--- config.mk ---
export PLATFORM = sky130hd
export DESIGN_NAME = radix_digit_formatter
export DESIGN_NICKNAME = d
export VERILOG_FILES = /design/src/sv/rdf_pkg.sv /design/src/sv/rdf_ctrl.sv /design/src/sv/rdf_datapath.sv /design/src/sv/radix_digit_formatter.sv
export VERILOG_INCLUDE_DIRS = /design/src /design/src/sv
export SDC_FILE = /design/constraint.sdc
export NUM_CORES = 1
export LEC_CHECK = 0
export ABC_AREA = 1
export BUFFER_PORTS_ARGS = -buffer_cell sky130_fd_sc_hd__buf_2
export CAP_MARGIN = 20
export CORE_MARGIN = 5
export CORE_UTILIZATION = 60
export DETAILED_ROUTE_END_ITERATION = 6
export PLACE_DENSITY = 0.81
export RECOVER_POWER = 25
export SKIP_LAST_GASP = 1
export SYNTH_ARGS = -nofsm -noshare
export SYNTH_HDL_FRONTEND = slang
export SYNTH_SLANG_ARGS = --single-unit
--- constraint.sdc ---
create_clock -name clk -period 2.7 [get_ports clk]
set_input_delay 0 -clock clk [delete_from_list [all_inputs] [get_ports clk]]
set_output_delay 0 -clock clk [all_outputs]
set_load 0.1 [all_outputs]
--- src/sv/assert_macros.svh ---
// Assertion helpers shared by the formatter RTL.
`ifndef ASSERT_MACROS_SVH
`define ASSERT_MACROS_SVH

// Same-cycle implication, disabled while reset is active.
`define ASSERT_IMPL(label, clk, rst_n, ante, cons) \
    label: assert property (@(posedge clk) disable iff (!rst_n) (ante) |-> (cons)) \
        else $error("assertion failed: same-cycle implication");

// Next-cycle implication, disabled while reset is active.
`define ASSERT_NEXT(label, clk, rst_n, ante, cons) \
    label: assert property (@(posedge clk) disable iff (!rst_n) (ante) |=> (cons)) \
        else $error("assertion failed: next-cycle implication");

`endif

--- src/sv/rdf_pkg.sv ---
`timescale 1ns / 1ps

package rdf_pkg;

    localparam int MAX_RADIX  = 16;
    localparam int ADDR_W     = 5;
    localparam int DATA_W     = 64;
    localparam int MAX_DIGITS = 32;

    localparam logic [1:0] REG_SIZE = 2'd0;
    localparam logic [1:0] REG_LOW  = 2'd1;
    localparam logic [1:0] REG_HIGH = 2'd2;

    localparam logic [7:0] CHAR_PLUS  = 8'h2B;
    localparam logic [7:0] CHAR_MINUS = 8'h2D;

    typedef enum logic [2:0] {
        ST_IDLE,
        ST_CHECK,
        ST_DECIDE,
        ST_DIVIDE,
        ST_DIGIT,
        ST_EMIT
    } state_t;

    // Commands from the controller to the datapath.
    typedef struct packed {
        logic load;
        logic check_en;
        logic div_en;
        logic digit_store;
        logic emit;
        logic emit_bad;
    } cmd_t;

    // Status from the datapath to the controller.
    typedef struct packed {
        logic check_done;
        logic bad;
        logic bit_done;
        logic div_finish;
        logic emit_done;
    } status_t;

    function automatic logic [7:0] symbol_at(input logic [63:0] lo, input logic [63:0] hi,
                                             input logic [3:0] d);
        logic [127:0] all;
        all = {hi, lo};
        return all[{d, 3'b000} +: 8];
    endfunction

endpackage

--- src/sv/rdf_ctrl.sv ---
`timescale 1ns / 1ps
`include "assert_macros.svh"

module rdf_ctrl
(
    input  logic             clk,
    input  logic             rst_n,
    input  logic             start,
    input  rdf_pkg::status_t status,
    output rdf_pkg::cmd_t    cmd,
    output logic             busy
);

    rdf_pkg::state_t state_reg;
    rdf_pkg::state_t state_next;

    always_ff @(posedge clk or negedge rst_n)
    begin
        if (!rst_n)
        begin
            state_reg <= rdf_pkg::ST_IDLE;
        end
        else
        begin
            state_reg <= state_next;
        end
    end

    always_comb
    begin
        state_next = state_reg;
        cmd        = '0;
        busy       = 1'b1;
        unique case (state_reg)
            rdf_pkg::ST_IDLE:
            begin
                busy = 1'b0;
                if (start)
                begin
                    cmd.load   = 1'b1;
                    state_next = rdf_pkg::ST_CHECK;
                end
            end
            rdf_pkg::ST_CHECK:
            begin
                cmd.check_en = 1'b1;
                if (status.check_done)
                begin
                    state_next = rdf_pkg::ST_DECIDE;
                end
            end
            rdf_pkg::ST_DECIDE:
            begin
                if (status.bad)
                begin
                    cmd.emit_bad = 1'b1;
                    state_next   = rdf_pkg::ST_IDLE;
                end
                else
                begin
                    state_next = rdf_pkg::ST_DIVIDE;
                end
            end
            rdf_pkg::ST_DIVIDE:
            begin
                cmd.div_en = 1'b1;
                if (status.bit_done)
                begin
                    state_next = rdf_pkg::ST_DIGIT;
                end
            end
            rdf_pkg::ST_DIGIT:
            begin
                cmd.digit_store = 1'b1;
                state_next = status.div_finish ? rdf_pkg::ST_EMIT : rdf_pkg::ST_DIVIDE;
            end
            rdf_pkg::ST_EMIT:
            begin
                cmd.emit = 1'b1;
                if (status.emit_done)
                begin
                    state_next = rdf_pkg::ST_IDLE;
                end
            end
            default:
            begin
                state_next = rdf_pkg::ST_IDLE;
            end
        endcase
    end

    `ASSERT_IMPL(a_cmd_onehot, clk, rst_n, 1'b1, $onehot0(cmd))
    `ASSERT_NEXT(a_bad_ends_item, clk, rst_n, cmd.emit_bad, !busy)

endmodule

--- src/sv/rdf_datapath.sv ---
`timescale 1ns / 1ps
`include "assert_macros.svh"

module rdf_datapath
(
    input  logic             clk,
    input  logic             rst_n,
    input  rdf_pkg::cmd_t    cmd,
    output rdf_pkg::status_t status,
    input  logic [31:0]      number,
    input  logic [4:0]       alphabet_size,
    input  logic [63:0]      symbols_low,
    input  logic [63:0]      symbols_high,
    output logic             result_strobe,
    output logic [7:0]       symbol,
    output logic             last,
    output logic [5:0]       char_count,
    output logic             bad_alphabet
);

    logic [31:0] quot_reg;
    logic [3:0]  rem_reg;
    logic [4:0]  bit_cnt_reg;
    logic [3:0]  chk_idx_reg;
    logic        bad_reg;
    logic [5:0]  cnt_reg;
    logic [4:0]  emit_idx_reg;
    logic [3:0]  digit_mem [rdf_pkg::MAX_DIGITS];

    logic        strobe_reg;
    logic [7:0]  symbol_reg;
    logic        last_reg;
    logic [5:0]  char_count_reg;
    logic        bad_out_reg;

    // Symbol check: one symbol a cycle, for zero or sign bytes and against every later symbol in use.
    logic [7:0] chk_char;
    logic       chk_in_use;
    logic       chk_dup;
    logic       chk_fail;
    logic       size_bad;

    always_comb
    begin
        chk_char   = rdf_pkg::symbol_at(symbols_low, symbols_high, chk_idx_reg);
        chk_in_use = {1'b0, chk_idx_reg} < alphabet_size;
        chk_dup    = 1'b0;
        for (int j = 0; j < rdf_pkg::MAX_RADIX; j++)
        begin
            if (5'(j) > {1'b0, chk_idx_reg} && 5'(j) < alphabet_size &&
                rdf_pkg::symbol_at(symbols_low, symbols_high, 4'(j)) == chk_char)
            begin
                chk_dup = 1'b1;
            end
        end
        chk_fail = chk_in_use && (chk_char == 8'h00 || chk_char == rdf_pkg::CHAR_PLUS ||
                                  chk_char == rdf_pkg::CHAR_MINUS || chk_dup);
        size_bad = alphabet_size < 5'd2 || alphabet_size > 5'(rdf_pkg::MAX_RADIX);
    end

    // Restoring division, one quotient bit a cycle in the divide state.
    logic [4:0] trial;
    logic       trial_ge;
    logic [4:0] trial_diff;

    always_comb
    begin
        trial      = {rem_reg, quot_reg[31]};
        trial_ge   = trial >= alphabet_size;
        trial_diff = trial - alphabet_size;
    end

    always_comb
    begin
        status.check_done = chk_idx_reg == 4'(rdf_pkg::MAX_RADIX - 1);
        status.bad        = bad_reg || size_bad;
        status.bit_done   = bit_cnt_reg == 5'd31;
        status.div_finish = quot_reg == 32'd0 || cnt_reg == 6'(rdf_pkg::MAX_DIGITS - 1);
        status.emit_done  = emit_idx_reg == 5'd0;
    end

    always_ff @(posedge clk)
    begin
        if (cmd.load)
        begin
            quot_reg     <= number;
            rem_reg      <= 4'd0;
            bit_cnt_reg  <= 5'd0;
            chk_idx_reg  <= 4'd0;
            bad_reg      <= 1'b0;
            cnt_reg      <= 6'd0;
            emit_idx_reg <= 5'd0;
        end
        else
        begin
            if (cmd.check_en)
            begin
                chk_idx_reg <= chk_idx_reg + 4'd1;
                bad_reg     <= bad_reg | chk_fail;
            end
            if (cmd.div_en)
            begin
                quot_reg    <= {quot_reg[30:0], trial_ge};
                rem_reg     <= trial_ge ? trial_diff[3:0] : trial[3:0];
                bit_cnt_reg <= bit_cnt_reg + 5'd1;
            end
            if (cmd.digit_store)
            begin
                digit_mem[cnt_reg[4:0]] <= rem_reg;
                cnt_reg      <= cnt_reg + 6'd1;
                emit_idx_reg <= cnt_reg[4:0];
                rem_reg      <= 4'd0;
                bit_cnt_reg  <= 5'd0;
            end
            if (cmd.emit)
            begin
                emit_idx_reg <= emit_idx_reg - 5'd1;
            end
        end
    end

    always_ff @(posedge clk or negedge rst_n)
    begin
        if (!rst_n)
        begin
            strobe_reg <= 1'b0;
        end
        else
        begin
            strobe_reg <= cmd.emit || cmd.emit_bad;
        end
    end

    always_ff @(posedge clk)
    begin
        if (cmd.emit_bad)
        begin
            symbol_reg     <= 8'h00;
            last_reg       <= 1'b1;
            char_count_reg <= 6'd0;
            bad_out_reg    <= 1'b1;
        end
        else if (cmd.emit)
        begin
            symbol_reg     <= rdf_pkg::symbol_at(symbols_low, symbols_high,
                                                 digit_mem[emit_idx_reg]);
            last_reg       <= emit_idx_reg == 5'd0;
            char_count_reg <= (emit_idx_reg == 5'd0) ? cnt_reg : 6'd0;
            bad_out_reg    <= 1'b0;
        end
    end

    assign result_strobe = strobe_reg;
    assign symbol        = symbol_reg;
    assign last          = last_reg;
    assign char_count    = char_count_reg;
    assign bad_alphabet  = bad_out_reg;

    `ASSERT_IMPL(a_bad_is_single, clk, rst_n, strobe_reg && bad_out_reg,
                 last_reg && char_count_reg == 6'd0)
    `ASSERT_IMPL(a_store_not_full, clk, rst_n, cmd.digit_store,
                 cnt_reg < 6'(rdf_pkg::MAX_DIGITS))
    `ASSERT_IMPL(a_rem_below_radix, clk, rst_n, cmd.digit_store,
                 {1'b0, rem_reg} < alphabet_size)

endmodule

--- src/sv/radix_digit_formatter.sv ---
`timescale 1ns / 1ps
`include "assert_macros.svh"

// Channel   | Handshake                          | Payload
// ----------+------------------------------------+----------------------------------------
// request   | start, busy (taken: start & !busy) | number
// result    | result_strobe (one cycle each)     | symbol, last, char_count, bad_alphabet
// config    | APB: psel, penable, pwrite, pready | paddr, pwdata, prdata (64-bit regs @ 8*i)
//
// A request passes through the alphabet check (one symbol per cycle) and a decision step,
// then the bit-serial divider for each digit, then one emitted digit per cycle through
// the output register.
// A bad alphabet gives its single result, registered from the decision state.
// Reset clears the controller, the output strobe and the configuration registers.
// Results cannot be stalled; busy stays high until the last one is issued.

module radix_digit_formatter
(
    input  logic                         clk,
    input  logic                         rst_n,
    input  logic                         start,
    output logic                         busy,
    input  logic [31:0]                  number,
    output logic                         result_strobe,
    output logic [7:0]                   symbol,
    output logic                         last,
    output logic [5:0]                   char_count,
    output logic                         bad_alphabet,
    input  logic                         psel,
    input  logic                         penable,
    input  logic                         pwrite,
    input  logic [rdf_pkg::ADDR_W-1:0]   paddr,
    input  logic [rdf_pkg::DATA_W-1:0]   pwdata,
    output logic [rdf_pkg::DATA_W-1:0]   prdata,
    output logic                         pready
);

    logic [4:0]  alphabet_size_reg;
    logic [63:0] symbols_low_reg;
    logic [63:0] symbols_high_reg;
    logic [1:0]  reg_idx;
    logic        wr_en;

    assign pready  = 1'b1;
    assign reg_idx = paddr[4:3];
    assign wr_en   = psel && penable && pwrite && pready;

    always_ff @(posedge clk or negedge rst_n)
    begin
        if (!rst_n)
        begin
            alphabet_size_reg <= 5'd0;
            symbols_low_reg   <= 64'd0;
            symbols_high_reg  <= 64'd0;
        end
        else if (wr_en)
        begin
            unique case (reg_idx)
                rdf_pkg::REG_SIZE: alphabet_size_reg <= pwdata[4:0];
                rdf_pkg::REG_LOW:  symbols_low_reg   <= pwdata;
                rdf_pkg::REG_HIGH: symbols_high_reg  <= pwdata;
                default:           ;
            endcase
        end
    end

    always_comb
    begin
        unique case (reg_idx)
            rdf_pkg::REG_SIZE: prdata = {59'd0, alphabet_size_reg};
            rdf_pkg::REG_LOW:  prdata = symbols_low_reg;
            rdf_pkg::REG_HIGH: prdata = symbols_high_reg;
            default:           prdata = '0;
        endcase
    end

    rdf_pkg::cmd_t    cmd;
    rdf_pkg::status_t status;

    rdf_ctrl u_ctrl
    (
        .clk    (clk),
        .rst_n  (rst_n),
        .start  (start),
        .status (status),
        .cmd    (cmd),
        .busy   (busy)
    );

    rdf_datapath u_datapath
    (
        .clk           (clk),
        .rst_n         (rst_n),
        .cmd           (cmd),
        .status        (status),
        .number        (number),
        .alphabet_size (alphabet_size_reg),
        .symbols_low   (symbols_low_reg),
        .symbols_high  (symbols_high_reg),
        .result_strobe (result_strobe),
        .symbol        (symbol),
        .last          (last),
        .char_count    (char_count),
        .bad_alphabet  (bad_alphabet)
    );

    // A fresh request starts with the alphabet check, so no result follows it at once.
    `ASSERT_NEXT(a_no_result_after_start, clk, rst_n, start && !busy, !result_strobe)

endmodule

==> flow_summary.yaml <==
outcome:
  run_status: "complete, but fails checks"
  violations: "design-rule violations, max-capacitance violations, max-slew violations, negative setup slack"
yosys:
  synthSimpleGateAreaFrac: 0.287
  synth_compound_gate_area_share: 0.125
  synth_area_per_cell_um2: 7.68
  ys_seq_area_frac: 0.469
  muxShareOfSynthArea: 0
  synthesis.area_um2: 19500
  synth_edf_count: 160
  synth-seq-cells: 343
  synthAdderAreaFrac: 0.0126
  synth_cell_types: 53
  synth_top_family_by_area: "simple AND/OR/NAND/NOR gates"
  synthFlopType: "edfxtp_1"
  synthXorXnorAreaFrac: 0.0193
  synth_cells: 2541
  async_reset_ff_frac: 0.399
  yosys_warnings: 0
  syn-num-nets: 2667
drt:
  wl_per_cell_um: 24.9
  drt-pass1-iter-count: 7
  via_count: 22439
  drc_errors: 4
  drt_iter0_markers: 3948
  ant_nets: 0
  avgViaCountPerCell: 6.39
  wl_um: 87400
worst_setup_path:
  startpoint_type: "flop"
  critPathArrivalTime_ns: 3.25
  crit_type: "reg -> reg"
  cp_max_fo: 11
  endpoint_kind: "flop"
  crit_required_ns: 3.16
die:
  die_w_um: 190
  row_count: 66
  initial_core_util: 0.604
  dieHeight_um: 190
  pin_count: 190
  core_area_um2: 32300
  die-area_um2: 36200
layout:
  final_cells: 3509
  syn2layout_area_growth_pct: 30.7
  antenna_cells: 0
  final_util: 0.790
  drive_gt1_frac: 0.216
  largest_reg_flops: 128
  layout.nets: 3167
power_and_ir_drop:
  p_per_area_nw_per_um2: 1450
  irDropWorstVdd_v: 0.000965
  leakage_nw: 11.8
  p_total_w: 0.0369
timing:
  post-route-period-util: 1.03
  tightestPinTransition_ns: 1.82
  setup_viol: 9
  max_freq_ghz: 0.359
  slew_violations: 139
  skew_ns: 0.0121
  worst_slack_ns: -0.0869
  hold_violations: 0
  rsz0062_at_grt: "yes"
  min_period_ns: 2.79
  slew_headroom: -0.211
worst_hold_path:
  hp-class: "in -> reg"
  holdCritStartpoint: "penable"
cts:
  path_clk_slew_ns: 0.07
  clock_path_buffers: 3
  ctsHtreeMaxLevel: 2
  cts_tree: "yes"
  cts-root-buf: "clkbuf_16"
  cts_buffers: 36
  clock_latency_ns: 0.56
  clock_sinks: 343
global_routing:
  grt_pass1_wl_um: 126000
  grtUsageTotal: 0.456
  antenna_found_initial: 0
  overflow: 0
  grt_pass1_vias: 21153
  grt_max_degree: 129
flow_run:
  cap_viol_max_count: 3
place:
  placed_cells: 3315
  place_congestion: 1.11
  hpwl_um: 57500
  portBuffers: 185
cell families after synthesis:
| family | after synthesis |
|---|---|
| DFF | 343 |
| other | 1 |
| buffers and inverters | 370 |
| adders and majority gates | 19 |
| AOI/OAI and AO/OA | 430 |
| xor gates and xnor gates | 43 |
| and+or+nand+nor | 1335 |
power by group:
| part | switching (W) | leakage (nW) | total [W] | internal (W) |
|---|---|---|---|---|
| combinational | 0.0160 | 7.80 | 0.0241 | 0.00810 |
| clock | 0.00217 | 0.542 | 0.00492 | 0.00275 |
| sequential | 0.00101 | 3.49 | 0.00788 | 0.00688 |
synth_stat cells (23+ instances only):
| master | number | area [µm²] |
|---|---|---|
| nor3_1 | 23 | 115 |
| o21ai_0 | 222 | 1110 |
| dfrtp_1 | 137 | 3430 |
| edfxtp_1 | 160 | 4800 |
| xor2_1 | 42 | 368 |
| inv_1 | 213 | 800 |
| o22ai_1 | 82 | 513 |
| nand2_1 | 755 | 2830 |
| dfxtp_1 | 46 | 921 |
| a21oi_1 | 44 | 220 |
| nor2_1 | 232 | 871 |
| nand3_1 | 271 | 1360 |
| clkbuf_1 | 64 | 240 |
final timing paths:
| check | endpoint | slack [ns] | cells after the start |
|---|---|---|---|
| setup / recovery | u_datapath.symbol[1]$_SDFFE_PP0P_ | -0.09 | 15 |
| hold / removal | alphabet_size_reg[4]$_DFFE_PN0P_ | 0.07 | 3 |
| setup reg to reg | u_datapath.symbol[1]$_SDFFE_PP0P_ | -0.09 | 15 |
| hold reg to reg | u_datapath.char_count[5]$_SDFFE_PP0P_ | 0.47 | 2 |
| min in group asynchronous | symbols_high_reg[27]$_DFFE_PN0P_ | 0.46 | 2 |
| max in group asynchronous | u_datapath.result_strobe$_DFF_PN0_ | 0.59 | 3 |
cells in the final DEF (no fill, tap or decap), drive strengths merged, types with 2 or more instances in the layout:
cell	instances
o211ai	14
o21ai	243
edfxtp	160
dfxtp	46
o31ai	2
o221ai	13
dlygate4sd3	99
or2	3
nor4	9
a32o	2
clkbuf	62
nor2	242
nor3	27
nand4	7
clkinv	12
xor2	42
o21bai	3
a22oi	6
nand3b	2
bufinv	2
buf	491
ha	18
a21oi	45
nand2	772
inv	227
nand3	273
o21a	9
a31oi	6
dfrtp	137
o22ai	82
clkinvlp	2
stage by stage:
step	cell area [µm²]	setup slack [ns]	setup TNS, ns	hold WS, ns
floorplan	19500	0.0193	0	-0.296
global placement	22700	-0.143	-0.356	0.0258
detailed placement	22700	-0.173	-0.672	0.0373
CTS	24900	0.00418	0	0.0128
global route	25500	-0.0885	-0.474	0.0987
finish	25500	-0.0869	-0.379	0.0691
critical path: stages (launching register included):
cell	delay (ns)
dfxtp_2	0.54
inv_1	0.29
buf_4	0.24
nand2_1	0.07
nand3_1	0.16
nand2_2	0.15
o21ai_4	0.08
buf_12	0.15
buf_12	0.13
clkbuf_16	0.18
o211ai_1	0.12
nand3_2	0.23
nand3_2	0.14
nand3_1	0.08
nand2_1	0.07
inv_1	0.03
cell type report:
type	instances	area, µm²
well taps	442	553
fillers	2098	6790
repair inverters	1	8.76
flip-flops and latches	343	9170
repair buffers	603	4810
clock buffers	50	983
inverters	228	888
clock inverters	14	136
multi-input cells	1828	8950
routing by layer:
layer	vias up	global-route usage	part of all wire
met1	10353	0.605	0.35
met3	455	0.122	0.15
met5	-	0	0.00065
met4	2	0.205	0.064
met2	2206	0.706	0.44
li1	9423	-	-
what timing repair did:
item / in CTS / in global routing
gates resized for setup: 18 / 69
gates cloned: 2 / 9
hold buffers: 99 / 0
pin swaps: 4 / 21
setup buffers: 4 / 16
endpoints found under the setup margin: 9 / 9
hold endpoints to repair: 287 / 0
No activity file was read; power rests on OpenSTA's default activity.
